===== src/rtl/sst_pkg.sv =====
`default_nettype none

package sst_pkg;

   // Default depth of the key store.
   localparam int MAX_ENTRIES_DEF = 16;

   // A dump emits at most this many words.
   localparam int DUMP_LIMIT = 16;

   // Field widths of the request and response words.
   localparam int KEY_W  = 32;
   localparam int POS_W  = 4;
   localparam int HELD_W = 5;
   localparam int CAP_W  = 5;

   // Capacity after reset.
   localparam logic [CAP_W-1:0] CAP_RESET = 5'd16;

   // Request codes.
   typedef enum logic [1:0] {
      OP_INSERT = 2'd0,
      OP_REMOVE = 2'd1,
      OP_SEARCH = 2'd2,
      OP_DUMP   = 2'd3
   } sst_op_type;

   // Response status codes.
   typedef enum logic [2:0] {
      ST_INSERTED  = 3'd0,
      ST_DUPLICATE = 3'd1,
      ST_FULL      = 3'd2,
      ST_REMOVED   = 3'd3,
      ST_NOT_FOUND = 3'd4,
      ST_FOUND     = 3'd5,
      ST_DUMP_ITEM = 3'd6,
      ST_EMPTY     = 3'd7
   } sst_status_type;

   // Controller states.
   typedef enum logic [3:0] {
      S_IDLE,
      S_SCAN_RD,
      S_SCAN_CHK,
      S_SHIFT_RD,
      S_SHIFT_WR,
      S_DUMP_RD,
      S_DUMP_CHK,
      S_EMIT
   } sst_state_type;

   // One response word as it travels from the controller to the output stage.
   typedef struct packed {
      sst_status_type     status;
      logic [POS_W-1:0]   position;
      logic [KEY_W-1:0]   value;
      logic [HELD_W-1:0]  entries_held;
      logic               last;
   } sst_rsp_type;

   // Builds a response word.
   function automatic sst_rsp_type make_rsp(sst_status_type st, logic [POS_W-1:0] pos,
                                            logic [KEY_W-1:0] val, logic [HELD_W-1:0] held,
                                            logic lst);
      sst_rsp_type r;
      r.status       = st;
      r.position     = pos;
      r.value        = val;
      r.entries_held = held;
      r.last         = lst;
      return r;
   endfunction

endpackage

`default_nettype wire


===== src/rtl/sorted_set_table.sv =====
// Sorted key set held in a synchronous store with one write and one read port, walked by
// one controller. A search, insert or remove scans entries in order, a read and a compare
// per entry, and an insert or remove also shifts entries, a read and a write per entry shifted.
// A dump emits each word before it reads the next entry. One request is in work at a time.
// Reset clears the entry count and sets capacity to 16; the store itself is not cleared.
`default_nettype none

module sorted_set_table #(
   parameter int MAX_ENTRIES = sst_pkg::MAX_ENTRIES_DEF
) (
   input  wire logic                         clock,
   input  wire logic                         reset,
   // Request channel
   input  wire logic                         req_valid,
   output logic                              req_stall,
   input  wire logic [1:0]                   req_type,
   input  wire logic signed [sst_pkg::KEY_W-1:0] req_key,
   // Response channel
   output logic                              rsp_valid,
   input  wire logic                         rsp_stall,
   output logic      [2:0]                   rsp_status,
   output logic      [sst_pkg::POS_W-1:0]    rsp_position,
   output logic signed [sst_pkg::KEY_W-1:0]  rsp_value,
   output logic      [sst_pkg::HELD_W-1:0]   rsp_entries_held,
   output logic                              rsp_last,
   // Capacity register
   input  wire logic                         csr_valid,
   output logic                              csr_ready,
   input  wire logic [sst_pkg::CAP_W-1:0]    csr_data
);

   localparam int IDX_W = $clog2(MAX_ENTRIES);
   localparam int CNT_W = $clog2(MAX_ENTRIES + 1);

   logic                      mem_wr_en;
   logic [IDX_W-1:0]          mem_wr_addr;
   logic [sst_pkg::KEY_W-1:0] mem_wr_data;
   logic                      mem_rd_en;
   logic [IDX_W-1:0]          mem_rd_addr;
   logic [sst_pkg::KEY_W-1:0] mem_rd_data;
   logic                      emit_valid;
   logic                      emit_ready;
   sst_pkg::sst_rsp_type      emit_word;

   // The capacity register takes a word in any cycle.
   assign csr_ready = 1'b1;

   sst_ctrl #(
      .MAX_ENTRIES (MAX_ENTRIES),
      .IDX_W       (IDX_W),
      .CNT_W       (CNT_W)
   ) u_ctrl (
      .clock       (clock),
      .reset       (reset),
      .req_valid   (req_valid),
      .req_stall   (req_stall),
      .req_type    (req_type),
      .req_key     (req_key),
      .csr_valid   (csr_valid),
      .csr_data    (csr_data),
      .mem_wr_en   (mem_wr_en),
      .mem_wr_addr (mem_wr_addr),
      .mem_wr_data (mem_wr_data),
      .mem_rd_en   (mem_rd_en),
      .mem_rd_addr (mem_rd_addr),
      .mem_rd_data (mem_rd_data),
      .emit_valid  (emit_valid),
      .emit_word   (emit_word),
      .emit_ready  (emit_ready)
   );

   sst_mem #(
      .MAX_ENTRIES (MAX_ENTRIES),
      .IDX_W       (IDX_W)
   ) u_mem (
      .clock   (clock),
      .wr_en   (mem_wr_en),
      .wr_addr (mem_wr_addr),
      .wr_data (mem_wr_data),
      .rd_en   (mem_rd_en),
      .rd_addr (mem_rd_addr),
      .rd_data (mem_rd_data)
   );

   sst_rsp u_rsp (
      .clock            (clock),
      .reset            (reset),
      .emit_valid       (emit_valid),
      .emit_word        (emit_word),
      .emit_ready       (emit_ready),
      .rsp_valid        (rsp_valid),
      .rsp_stall        (rsp_stall),
      .rsp_status       (rsp_status),
      .rsp_position     (rsp_position),
      .rsp_value        (rsp_value),
      .rsp_entries_held (rsp_entries_held),
      .rsp_last         (rsp_last)
   );

endmodule

`default_nettype wire


===== src/rtl/sst_mem.sv =====
`default_nettype none

module sst_mem #(
   parameter int MAX_ENTRIES = sst_pkg::MAX_ENTRIES_DEF,
   parameter int IDX_W       = $clog2(MAX_ENTRIES)
) (
   input  wire logic                     clock,
   input  wire logic                     wr_en,
   input  wire logic [IDX_W-1:0]         wr_addr,
   input  wire logic [sst_pkg::KEY_W-1:0] wr_data,
   input  wire logic                     rd_en,
   input  wire logic [IDX_W-1:0]         rd_addr,
   output logic      [sst_pkg::KEY_W-1:0] rd_data
);

   logic [sst_pkg::KEY_W-1:0] mem_ff [MAX_ENTRIES];
   logic [sst_pkg::KEY_W-1:0] rd_data_ff;

   // Single write port.
   always_ff @(posedge clock) begin
      if (wr_en) begin
         mem_ff[wr_addr] <= wr_data;
      end
   end

   // Registered read port; the data holds until the next read.
   always_ff @(posedge clock) begin
      if (rd_en) begin
         rd_data_ff <= mem_ff[rd_addr];
      end
   end

   assign rd_data = rd_data_ff;

endmodule

`default_nettype wire


===== src/rtl/sst_rsp.sv =====
`default_nettype none

module sst_rsp (
   input  wire logic                        clock,
   input  wire logic                        reset,
   input  wire logic                        emit_valid,
   input  wire sst_pkg::sst_rsp_type        emit_word,
   output logic                             emit_ready,
   output logic                             rsp_valid,
   input  wire logic                        rsp_stall,
   output logic      [2:0]                  rsp_status,
   output logic      [sst_pkg::POS_W-1:0]   rsp_position,
   output logic signed [sst_pkg::KEY_W-1:0] rsp_value,
   output logic      [sst_pkg::HELD_W-1:0]  rsp_entries_held,
   output logic                             rsp_last
);

   logic                 valid_ff;
   logic                 valid_in;
   sst_pkg::sst_rsp_type word_ff;

   // The register takes a new word when empty or when its word leaves now.
   assign emit_ready = !valid_ff || !rsp_stall;

   always_comb begin
      valid_in = valid_ff;
      if (emit_ready) begin
         valid_in = emit_valid;
      end
   end

   always_ff @(posedge clock) begin
      if (reset) begin
         valid_ff <= 1'b0;
      end else begin
         valid_ff <= valid_in;
      end
   end

   // Payload needs no reset.
   always_ff @(posedge clock) begin
      if (emit_ready && emit_valid) begin
         word_ff <= emit_word;
      end
   end

   assign rsp_valid        = valid_ff;
   assign rsp_status       = word_ff.status;
   assign rsp_position     = word_ff.position;
   assign rsp_value        = $signed(word_ff.value);
   assign rsp_entries_held = word_ff.entries_held;
   assign rsp_last         = word_ff.last;

endmodule

`default_nettype wire


===== src/rtl/sst_ctrl.sv =====
`default_nettype none

module sst_ctrl #(
   parameter int MAX_ENTRIES = sst_pkg::MAX_ENTRIES_DEF,
   parameter int IDX_W       = $clog2(MAX_ENTRIES),
   parameter int CNT_W       = $clog2(MAX_ENTRIES + 1)
) (
   input  wire logic                        clock,
   input  wire logic                        reset,
   // Request channel
   input  wire logic                        req_valid,
   output logic                             req_stall,
   input  wire logic [1:0]                  req_type,
   input  wire logic [sst_pkg::KEY_W-1:0]   req_key,
   // Capacity register
   input  wire logic                        csr_valid,
   input  wire logic [sst_pkg::CAP_W-1:0]   csr_data,
   // Key store
   output logic                             mem_wr_en,
   output logic      [IDX_W-1:0]            mem_wr_addr,
   output logic      [sst_pkg::KEY_W-1:0]   mem_wr_data,
   output logic                             mem_rd_en,
   output logic      [IDX_W-1:0]            mem_rd_addr,
   input  wire logic [sst_pkg::KEY_W-1:0]   mem_rd_data,
   // Response words
   output logic                             emit_valid,
   output sst_pkg::sst_rsp_type             emit_word,
   input  wire logic                        emit_ready
);

   // Wide enough for the count, the capacity and the dump limit.
   localparam int CMP_W = (CNT_W > 6) ? CNT_W : 6;

   sst_pkg::sst_state_type state_ff, state_in;
   sst_pkg::sst_op_type    op_ff, op_in;
   logic [sst_pkg::KEY_W-1:0]  key_ff, key_in;
   logic [CNT_W-1:0]           count_ff, count_in;
   logic [CNT_W-1:0]           idx_ff, idx_in;
   logic [CNT_W-1:0]           ptr_ff, ptr_in;
   logic [sst_pkg::CAP_W-1:0]  capacity_ff;
   sst_pkg::sst_rsp_type       res_ff, res_in;

   logic [CNT_W-1:0] ptr_inc;
   logic [CNT_W-1:0] ptr_dec;
   logic [CNT_W-1:0] count_inc;
   logic [CNT_W-1:0] count_dec;
   logic [CMP_W-1:0] cap_ext;
   logic [CMP_W-1:0] max_ext;
   logic [CMP_W-1:0] cap_eff;
   logic [CMP_W-1:0] count_ext;
   logic [CMP_W-1:0] dump_n;
   logic             is_full;
   logic             dump_last;
   sst_pkg::sst_rsp_type dump_word;

   // Capacity register; always writable.
   always_ff @(posedge clock) begin
      if (reset) begin
         capacity_ff <= sst_pkg::CAP_RESET;
      end else if (csr_valid) begin
         capacity_ff <= csr_data;
      end
   end

   // Pointer arithmetic and limits.
   assign ptr_inc   = ptr_ff + CNT_W'(1);
   assign ptr_dec   = ptr_ff - CNT_W'(1);
   assign count_inc = count_ff + CNT_W'(1);
   assign count_dec = count_ff - CNT_W'(1);
   assign cap_ext   = CMP_W'(capacity_ff);
   assign max_ext   = CMP_W'(MAX_ENTRIES);
   assign cap_eff   = (cap_ext > max_ext) ? max_ext : cap_ext;
   assign count_ext = CMP_W'(count_ff);
   assign is_full   = count_ext >= cap_eff;
   assign dump_n    = (count_ext > CMP_W'(sst_pkg::DUMP_LIMIT)) ?
                      CMP_W'(sst_pkg::DUMP_LIMIT) : count_ext;
   assign dump_last = (CMP_W'(ptr_ff) + CMP_W'(1)) == dump_n;
   assign dump_word = sst_pkg::make_rsp(sst_pkg::ST_DUMP_ITEM, sst_pkg::POS_W'(ptr_ff),
                                        mem_rd_data, sst_pkg::HELD_W'(count_ff), dump_last);

   assign req_stall = (state_ff != sst_pkg::S_IDLE);

   // Next state and outputs.
   always_comb begin
      state_in    = state_ff;
      op_in       = op_ff;
      key_in      = key_ff;
      count_in    = count_ff;
      idx_in      = idx_ff;
      ptr_in      = ptr_ff;
      res_in      = res_ff;
      mem_wr_en   = 1'b0;
      mem_wr_addr = ptr_ff[IDX_W-1:0];
      mem_wr_data = mem_rd_data;
      mem_rd_en   = 1'b0;
      mem_rd_addr = ptr_ff[IDX_W-1:0];
      emit_valid  = 1'b0;
      emit_word   = res_ff;

      unique case (state_ff)
         sst_pkg::S_IDLE: begin
            if (req_valid) begin
               op_in  = sst_pkg::sst_op_type'(req_type);
               key_in = req_key;
               ptr_in = '0;
               unique case (sst_pkg::sst_op_type'(req_type))
                  sst_pkg::OP_INSERT: begin
                     if (is_full) begin
                        res_in   = sst_pkg::make_rsp(sst_pkg::ST_FULL, '0, req_key,
                                                     sst_pkg::HELD_W'(count_ff), 1'b1);
                        state_in = sst_pkg::S_EMIT;
                     end else begin
                        state_in = sst_pkg::S_SCAN_RD;
                     end
                  end
                  sst_pkg::OP_REMOVE, sst_pkg::OP_SEARCH: begin
                     state_in = sst_pkg::S_SCAN_RD;
                  end
                  sst_pkg::OP_DUMP: begin
                     if (count_ff == '0) begin
                        res_in   = sst_pkg::make_rsp(sst_pkg::ST_EMPTY, '0, '0,
                                                     sst_pkg::HELD_W'(count_ff), 1'b1);
                        state_in = sst_pkg::S_EMIT;
                     end else begin
                        state_in = sst_pkg::S_DUMP_RD;
                     end
                  end
                  default: state_in = sst_pkg::S_IDLE;
               endcase
            end
         end

         // Read the next entry of the ordered scan, or finish at the end.
         sst_pkg::S_SCAN_RD: begin
            if (ptr_ff == count_ff) begin
               if (op_ff == sst_pkg::OP_INSERT) begin
                  idx_in   = count_ff;
                  state_in = sst_pkg::S_SHIFT_RD;
               end else begin
                  res_in   = sst_pkg::make_rsp(sst_pkg::ST_NOT_FOUND, '0, key_ff,
                                               sst_pkg::HELD_W'(count_ff), 1'b1);
                  state_in = sst_pkg::S_EMIT;
               end
            end else begin
               mem_rd_en = 1'b1;
               state_in  = sst_pkg::S_SCAN_CHK;
            end
         end

         // Compare the entry with the key; the list is ascending, so the
         // first entry not below the key ends the scan.
         sst_pkg::S_SCAN_CHK: begin
            if (mem_rd_data == key_ff) begin
               state_in = sst_pkg::S_EMIT;
               unique case (op_ff)
                  sst_pkg::OP_INSERT: begin
                     res_in = sst_pkg::make_rsp(sst_pkg::ST_DUPLICATE,
                                                sst_pkg::POS_W'(ptr_ff), key_ff,
                                                sst_pkg::HELD_W'(count_ff), 1'b1);
                  end
                  sst_pkg::OP_SEARCH: begin
                     res_in = sst_pkg::make_rsp(sst_pkg::ST_FOUND,
                                                sst_pkg::POS_W'(ptr_ff), key_ff,
                                                sst_pkg::HELD_W'(count_ff), 1'b1);
                  end
                  default: begin
                     idx_in   = ptr_ff;
                     state_in = sst_pkg::S_SHIFT_RD;
                  end
               endcase
            end else if ($signed(mem_rd_data) > $signed(key_ff)) begin
               if (op_ff == sst_pkg::OP_INSERT) begin
                  idx_in   = ptr_ff;
                  ptr_in   = count_ff;
                  state_in = sst_pkg::S_SHIFT_RD;
               end else begin
                  res_in   = sst_pkg::make_rsp(sst_pkg::ST_NOT_FOUND, '0, key_ff,
                                               sst_pkg::HELD_W'(count_ff), 1'b1);
                  state_in = sst_pkg::S_EMIT;
               end
            end else begin
               ptr_in   = ptr_inc;
               state_in = sst_pkg::S_SCAN_RD;
            end
         end

         // Shift one entry: up for an insert, down for a remove.
         sst_pkg::S_SHIFT_RD: begin
            if (op_ff == sst_pkg::OP_INSERT) begin
               if (ptr_ff == idx_ff) begin
                  mem_wr_en   = 1'b1;
                  mem_wr_addr = idx_ff[IDX_W-1:0];
                  mem_wr_data = key_ff;
                  count_in    = count_inc;
                  res_in      = sst_pkg::make_rsp(sst_pkg::ST_INSERTED,
                                                  sst_pkg::POS_W'(idx_ff), key_ff,
                                                  sst_pkg::HELD_W'(count_inc), 1'b1);
                  state_in    = sst_pkg::S_EMIT;
               end else begin
                  mem_rd_en   = 1'b1;
                  mem_rd_addr = ptr_dec[IDX_W-1:0];
                  state_in    = sst_pkg::S_SHIFT_WR;
               end
            end else begin
               if (ptr_inc == count_ff) begin
                  count_in = count_dec;
                  res_in   = sst_pkg::make_rsp(sst_pkg::ST_REMOVED,
                                               sst_pkg::POS_W'(idx_ff), key_ff,
                                               sst_pkg::HELD_W'(count_dec), 1'b1);
                  state_in = sst_pkg::S_EMIT;
               end else begin
                  mem_rd_en   = 1'b1;
                  mem_rd_addr = ptr_inc[IDX_W-1:0];
                  state_in    = sst_pkg::S_SHIFT_WR;
               end
            end
         end

         sst_pkg::S_SHIFT_WR: begin
            mem_wr_en = 1'b1;
            ptr_in    = (op_ff == sst_pkg::OP_INSERT) ? ptr_dec : ptr_inc;
            state_in  = sst_pkg::S_SHIFT_RD;
         end

         sst_pkg::S_DUMP_RD: begin
            mem_rd_en = 1'b1;
            state_in  = sst_pkg::S_DUMP_CHK;
         end

         // Emit one dump word; the read data holds while the output waits.
         sst_pkg::S_DUMP_CHK: begin
            emit_valid = 1'b1;
            emit_word  = dump_word;
            if (emit_ready) begin
               ptr_in   = ptr_inc;
               state_in = dump_last ? sst_pkg::S_IDLE : sst_pkg::S_DUMP_RD;
            end
         end

         sst_pkg::S_EMIT: begin
            emit_valid = 1'b1;
            if (emit_ready) begin
               state_in = sst_pkg::S_IDLE;
            end
         end

         default: state_in = sst_pkg::S_IDLE;
      endcase
   end

   // Control state.
   always_ff @(posedge clock) begin
      if (reset) begin
         state_ff <= sst_pkg::S_IDLE;
         count_ff <= '0;
      end else begin
         state_ff <= state_in;
         count_ff <= count_in;
      end
   end

   // Working registers of the current request.
   always_ff @(posedge clock) begin
      op_ff  <= op_in;
      key_ff <= key_in;
      idx_ff <= idx_in;
      ptr_ff <= ptr_in;
      res_ff <= res_in;
   end

   // The list never grows past the store depth.
   a_count_bound: assert property (@(posedge clock) disable iff (reset)
      count_ff <= CNT_W'(MAX_ENTRIES))
      else $error("entry count exceeds store depth");

   // A pending response reports the count as it stands.
   a_held_match: assert property (@(posedge clock) disable iff (reset)
      (state_ff == sst_pkg::S_EMIT) |-> (res_ff.entries_held == sst_pkg::HELD_W'(count_ff)))
      else $error("pending response disagrees with entry count");

   // Stores stay within the held list plus the one free slot of an insert.
   a_write_bound: assert property (@(posedge clock) disable iff (reset)
      (mem_wr_en && state_ff == sst_pkg::S_SHIFT_WR) |-> (ptr_ff <= count_ff))
      else $error("shift writes past the end of the list");

   // A dump only reads held entries.
   a_dump_bound: assert property (@(posedge clock) disable iff (reset)
      (state_ff == sst_pkg::S_DUMP_CHK) |-> (ptr_ff < count_ff))
      else $error("dump reads past the end of the list");

endmodule

`default_nettype wire


===== config.mk =====
export PLATFORM = sky130hd
export DESIGN_NAME = sorted_set_table
export DESIGN_NICKNAME = d
export VERILOG_FILES = /design/src/rtl/sst_pkg.sv /design/src/rtl/sorted_set_table.sv /design/src/rtl/sst_mem.sv /design/src/rtl/sst_rsp.sv /design/src/rtl/sst_ctrl.sv
export SDC_FILE = /design/constraint.sdc
export NUM_CORES = 1
export LEC_CHECK = 0
export BUFFER_PORTS_ARGS = -buffer_cell sky130_fd_sc_hd__buf_2
export CAP_MARGIN = 20
export CORE_MARGIN = 8
export CORE_UTILIZATION = 55
export DETAILED_ROUTE_END_ITERATION = 7
export GPL_ROUTABILITY_DRIVEN = 0
export PLACE_DENSITY_LB_ADDON = 0.08
export SYNTH_ARGS = -nofsm -noshare
export SYNTH_HDL_FRONTEND = slang
export SYNTH_SLANG_ARGS = --single-unit

===== constraint.sdc =====
create_clock -name clock -period 11.02 [get_ports clock]
set_clock_uncertainty 0.1 [all_clocks]
set_input_delay 2.204 -clock clock [delete_from_list [all_inputs] [get_ports clock]]
set_output_delay 2.204 -clock clock [all_outputs]
set_load 0.02 [all_outputs]

==> flow_metrics.env <==
export IMPL_outcome="finished with violations"
export IMPL_violations="design-rule violations"
export IMPL_die_x_um=246
export IMPL_crit_path_end="u_mem.rd_data[19]"
export IMPL_p_per_area_nw_per_um2=295
export IMPL_dp_hpwl_um=41900
export IMPL_clk_pin_slew_ns=0.06
export IMPL_antenna_cells=0
export IMPL_yosysSeqAreaShare_pct=71.1
export IMPL_postLayoutCellArea_um2=32900
export IMPL_grt_pass1_wl_um=109000
export IMPL_cts_tree="yes"
export IMPL_rsz0062_at_grt="no"
export IMPL_root_buffer="clkbuf_16"
export IMPL_final_cell_mix="edfxtp_1, mux2i_1, a22oi_1"
export IMPL_worstMarginPinSlew_ns=1.12
export IMPL_reg2reg_slack_ns=5.43
export IMPL_syn_num_nets=1905
export IMPL_io_buffers=90
export IMPL_routed_top_layer="met4"
export IMPL_num_vias=16800
export IMPL_synth_ff_type="edfxtp_1"
export IMPL_p_leak_nw=11.8
export IMPL_setup_ws_ns=5.43
export IMPL_worst_ir_drop_vdd_mv=0.208
export IMPL_grt_pass1_vias=16600
export IMPL_detailed_place_area_um2=30600
export IMPL_final_min_clock_period_ns=5.59
export IMPL_crit_chain="inv_1 > ha_1 > nor2b_1 > nor3_2 > nand4b_4 > mux2i_1 > nand2_4 > buf_4 > buf_4 > mux2i_1 > a22oi_1 > and4_1"
export IMPL_syn_avg_cell_area_um2=15.9
export IMPL_timing_final_max_slew_violations=0
export IMPL_fin_nets=2048
export IMPL_drc_errors=4
export IMPL_hp_class="flop to flop"
export IMPL_path_max_fanout=58
export IMPL_drive_above_1_share_pct=17.3
export IMPL_clockBufferDepth=3
export IMPL_wl_met2_um=35200
export IMPL_yosys_warnings=0
export IMPL_post_route_period_util_pct=50.7
export IMPL_fp_dieH_um=246
export IMPL_tns_ns=0
export IMPL_drtIter0Drc=2124
export IMPL_end_kind="flop"
export IMPL_grt_max_degree=64
export IMPL_drt_wl_total_um=74200
export IMPL_synth_edf_count=678
export IMPL_wl_met3_um=5360
export IMPL_die_area_um2=60300
export IMPL_ioPinCount=92
export IMPL_criticalPathCategory="flop to flop"
export IMPL_synthTopCellsByArea="edfxtp_1, mux2i_1, a22oi_1, ha_1, mux2_2"
export IMPL_via_per_inst=6.19
export IMPL_cp_num_cells=12
export IMPL_setup_violations=0
export IMPL_r2r_start="u_ctrl.ptr_ff[0]"
export IMPL_cp_slowest_cell="buf_4"
export IMPL_wl_per_cell_um=27.4
export IMPL_grt_overflow=0
export IMPL_clk_latency_ns=0.61
export IMPL_async_flop_share_pct=0
export IMPL_max_cap_violations=0
export IMPL_htreeDepth=3
export IMPL_ant_nets=0
export IMPL_dr_pass1_iters=8
export IMPL_path_buf_inv=3
export IMPL_holdBufCountCts=0
export IMPL_synth_top_cell_area_share_pct=70.2
export IMPL_synth_cells=1819
export IMPL_grt_usage_pct=24.4
export IMPL_r2r_worst_path_cells=12
export IMPL_regToRegEndpoint="u_mem.rd_data[19]"
export IMPL_num_rows=84
export IMPL_crit_path_start_kind="flop"
export IMPL_hold_viol=0
export IMPL_yosysUniqueCellTypes=68
export IMPL_dp_slack_ns=5.55
export IMPL_cts_inserted_buffers=73
export IMPL_cts_setup_buffers=0
export IMPL_path_delay_family="buffers and inverters"
export IMPL_cp_data_arrival_time_ns=5.86
export IMPL_met1_length_um=31900
export IMPL_max_stage_delay_ns=0.90
export IMPL_syn2layout_area_growth_pct=13.3
export IMPL_ys_ff_latch=692
export IMPL_clkSinkCount=692
export IMPL_dp_cells=2575
export IMPL_max_freq_mhz=179
export IMPL_slew_headroom_pct=25.1
export IMPL_cp_required_ns=11.29
export IMPL_startpoint="u_ctrl.ptr_ff[0]"
export IMPL_synth_top_area_cell="edfxtp_1"
export IMPL_grt_antenna_before_repair=0
export IMPL_core_area_um2=52300
export IMPL_syn_cell_area_um2=29000
export IMPL_layout_commonest_cell="edfxtp_1"
export IMPL_fin_cells=2707
export IMPL_initial_core_util_pct=55.4
export IMPL_cts_resized_gates=0
worst reg2reg max path, cell delays in order (launching register included):
cell and delay [ns]:
edfxtp_1 0.72, inv_1 0.27, ha_1 0.48, nor2b_1 0.20, nor3_2 0.26, nand4b_4 0.20
mux2i_1 0.21, nand2_4 0.65, buf_4 0.91, buf_4 0.69, mux2i_1 0.34, a22oi_1 0.11
and4_1 0.21
sequential cells by signal (all words and copies together), names as in the netlist, 3 cells and up:
register and count:
u_ctrl.idx_ff 5, u_ctrl.state_ff 3, u_ctrl.count_ff 5, u_mem.mem_ff 512, u_ctrl.ptr_ff 5, u_mem.rd_data 32, u_rsp.rsp_position 4, u_rsp.rsp_value 32
u_ctrl.key_ff 32, u_rsp.rsp_entries_held 5, u_ctrl.capacity_ff 5, u_rsp.rsp_status 3, u_ctrl.res_ff 45
cells in the mapped netlist (6+ instances only):
cell,number
nand2b_1,9
edfxtp_1,678
nor2b_1,11
nand2_1,77
clkbuf_1,39
buf_2,55
buf_1,7
xor2_1,8
mux2i_1,264
a22oi_1,130
o21ai_0,58
xnor2_1,18
and4_1,32
nand4_1,13
inv_1,80
nor3_2,6
nor2_1,53
dfxtp_1,14
a21o_1,16
a21oi_1,24
nor3_1,17
a222oi_1,37
ha_1,42
mux2_2,38
nand3_1,11
cell type report:
cell class,instances,area (um2)
Sequential cell,692,20600
Inverter,80,300
Fill cell,3872,19500
Clock inverter,33,223
Tap cell,688,861
Clock buffer,99,1990
Multi-Input combinational cell,943,7780
Timing Repair Buffer,172,1070
layer usage:
layer | up-vias | track usage, %
met5 | - | 0
met4 | 0 | 7.35
met3 | 125 | 3.75
met2 | 685 | 38.9
met1 | 8493 | 34.6
li1 | 7460 | -
logic make-up (layout without fill, tap and decap cells):
kind of cell               after synthesis  in the layout  share of synthesized area, %
buffers and inverters                  184            384                          2.67
muxes                                  302            302                          10.6
xor gates and xnor gates                29             29                         0.953
and+or+nand+nor                        257            257                          4.87
AOI/OAI and AO/OA                      312            312                          7.95
DFF                                    692            692                          71.1
other                                    1              1                        0.0129
adders and majority gates               42             42                          1.81
through the flow:
step           total power [mW]  hold slack [ns]  utilization [%]
2_1_floorplan              6.30            0.352                -
3_3_place_gp               7.34            0.375             58.5
3_5_place_dp               7.42            0.384             58.6
4_1_cts                    9.70            0.399             62.8
5_1_grt                    10.1            0.437             62.8
6_report                   9.68            0.397             62.8
how the worst min path moves through the flow:
stage / slack, ns / start / end / cells after the start
after floorplan: 0.35 / u_ctrl.capacity_ff[0] / u_ctrl.capacity_ff[0] / 2
after global placement: 0.37 / u_ctrl.capacity_ff[0] / u_ctrl.capacity_ff[0] / 2
after detailed placement: 0.38 / u_ctrl.capacity_ff[2] / u_ctrl.capacity_ff[2] / 2
after CTS: 0.40 / u_ctrl.capacity_ff[2] / u_ctrl.capacity_ff[2] / 2
after global routing: 0.44 / u_ctrl.capacity_ff[0] / u_ctrl.capacity_ff[0] / 2
final: 0.40 / u_ctrl.capacity_ff[0] / u_ctrl.capacity_ff[0] / 2
power by group:
part           internal, mW  switching (mW)  leakage, nW  total (mW)
clock network          1.30           0.991         1.08        2.29
logic                  1.32            2.21         4.48        3.52
registers              3.66           0.208         6.26        3.87
total                  6.27            3.40         11.8        9.68
No activity file was read; power rests on OpenSTA's default activity.
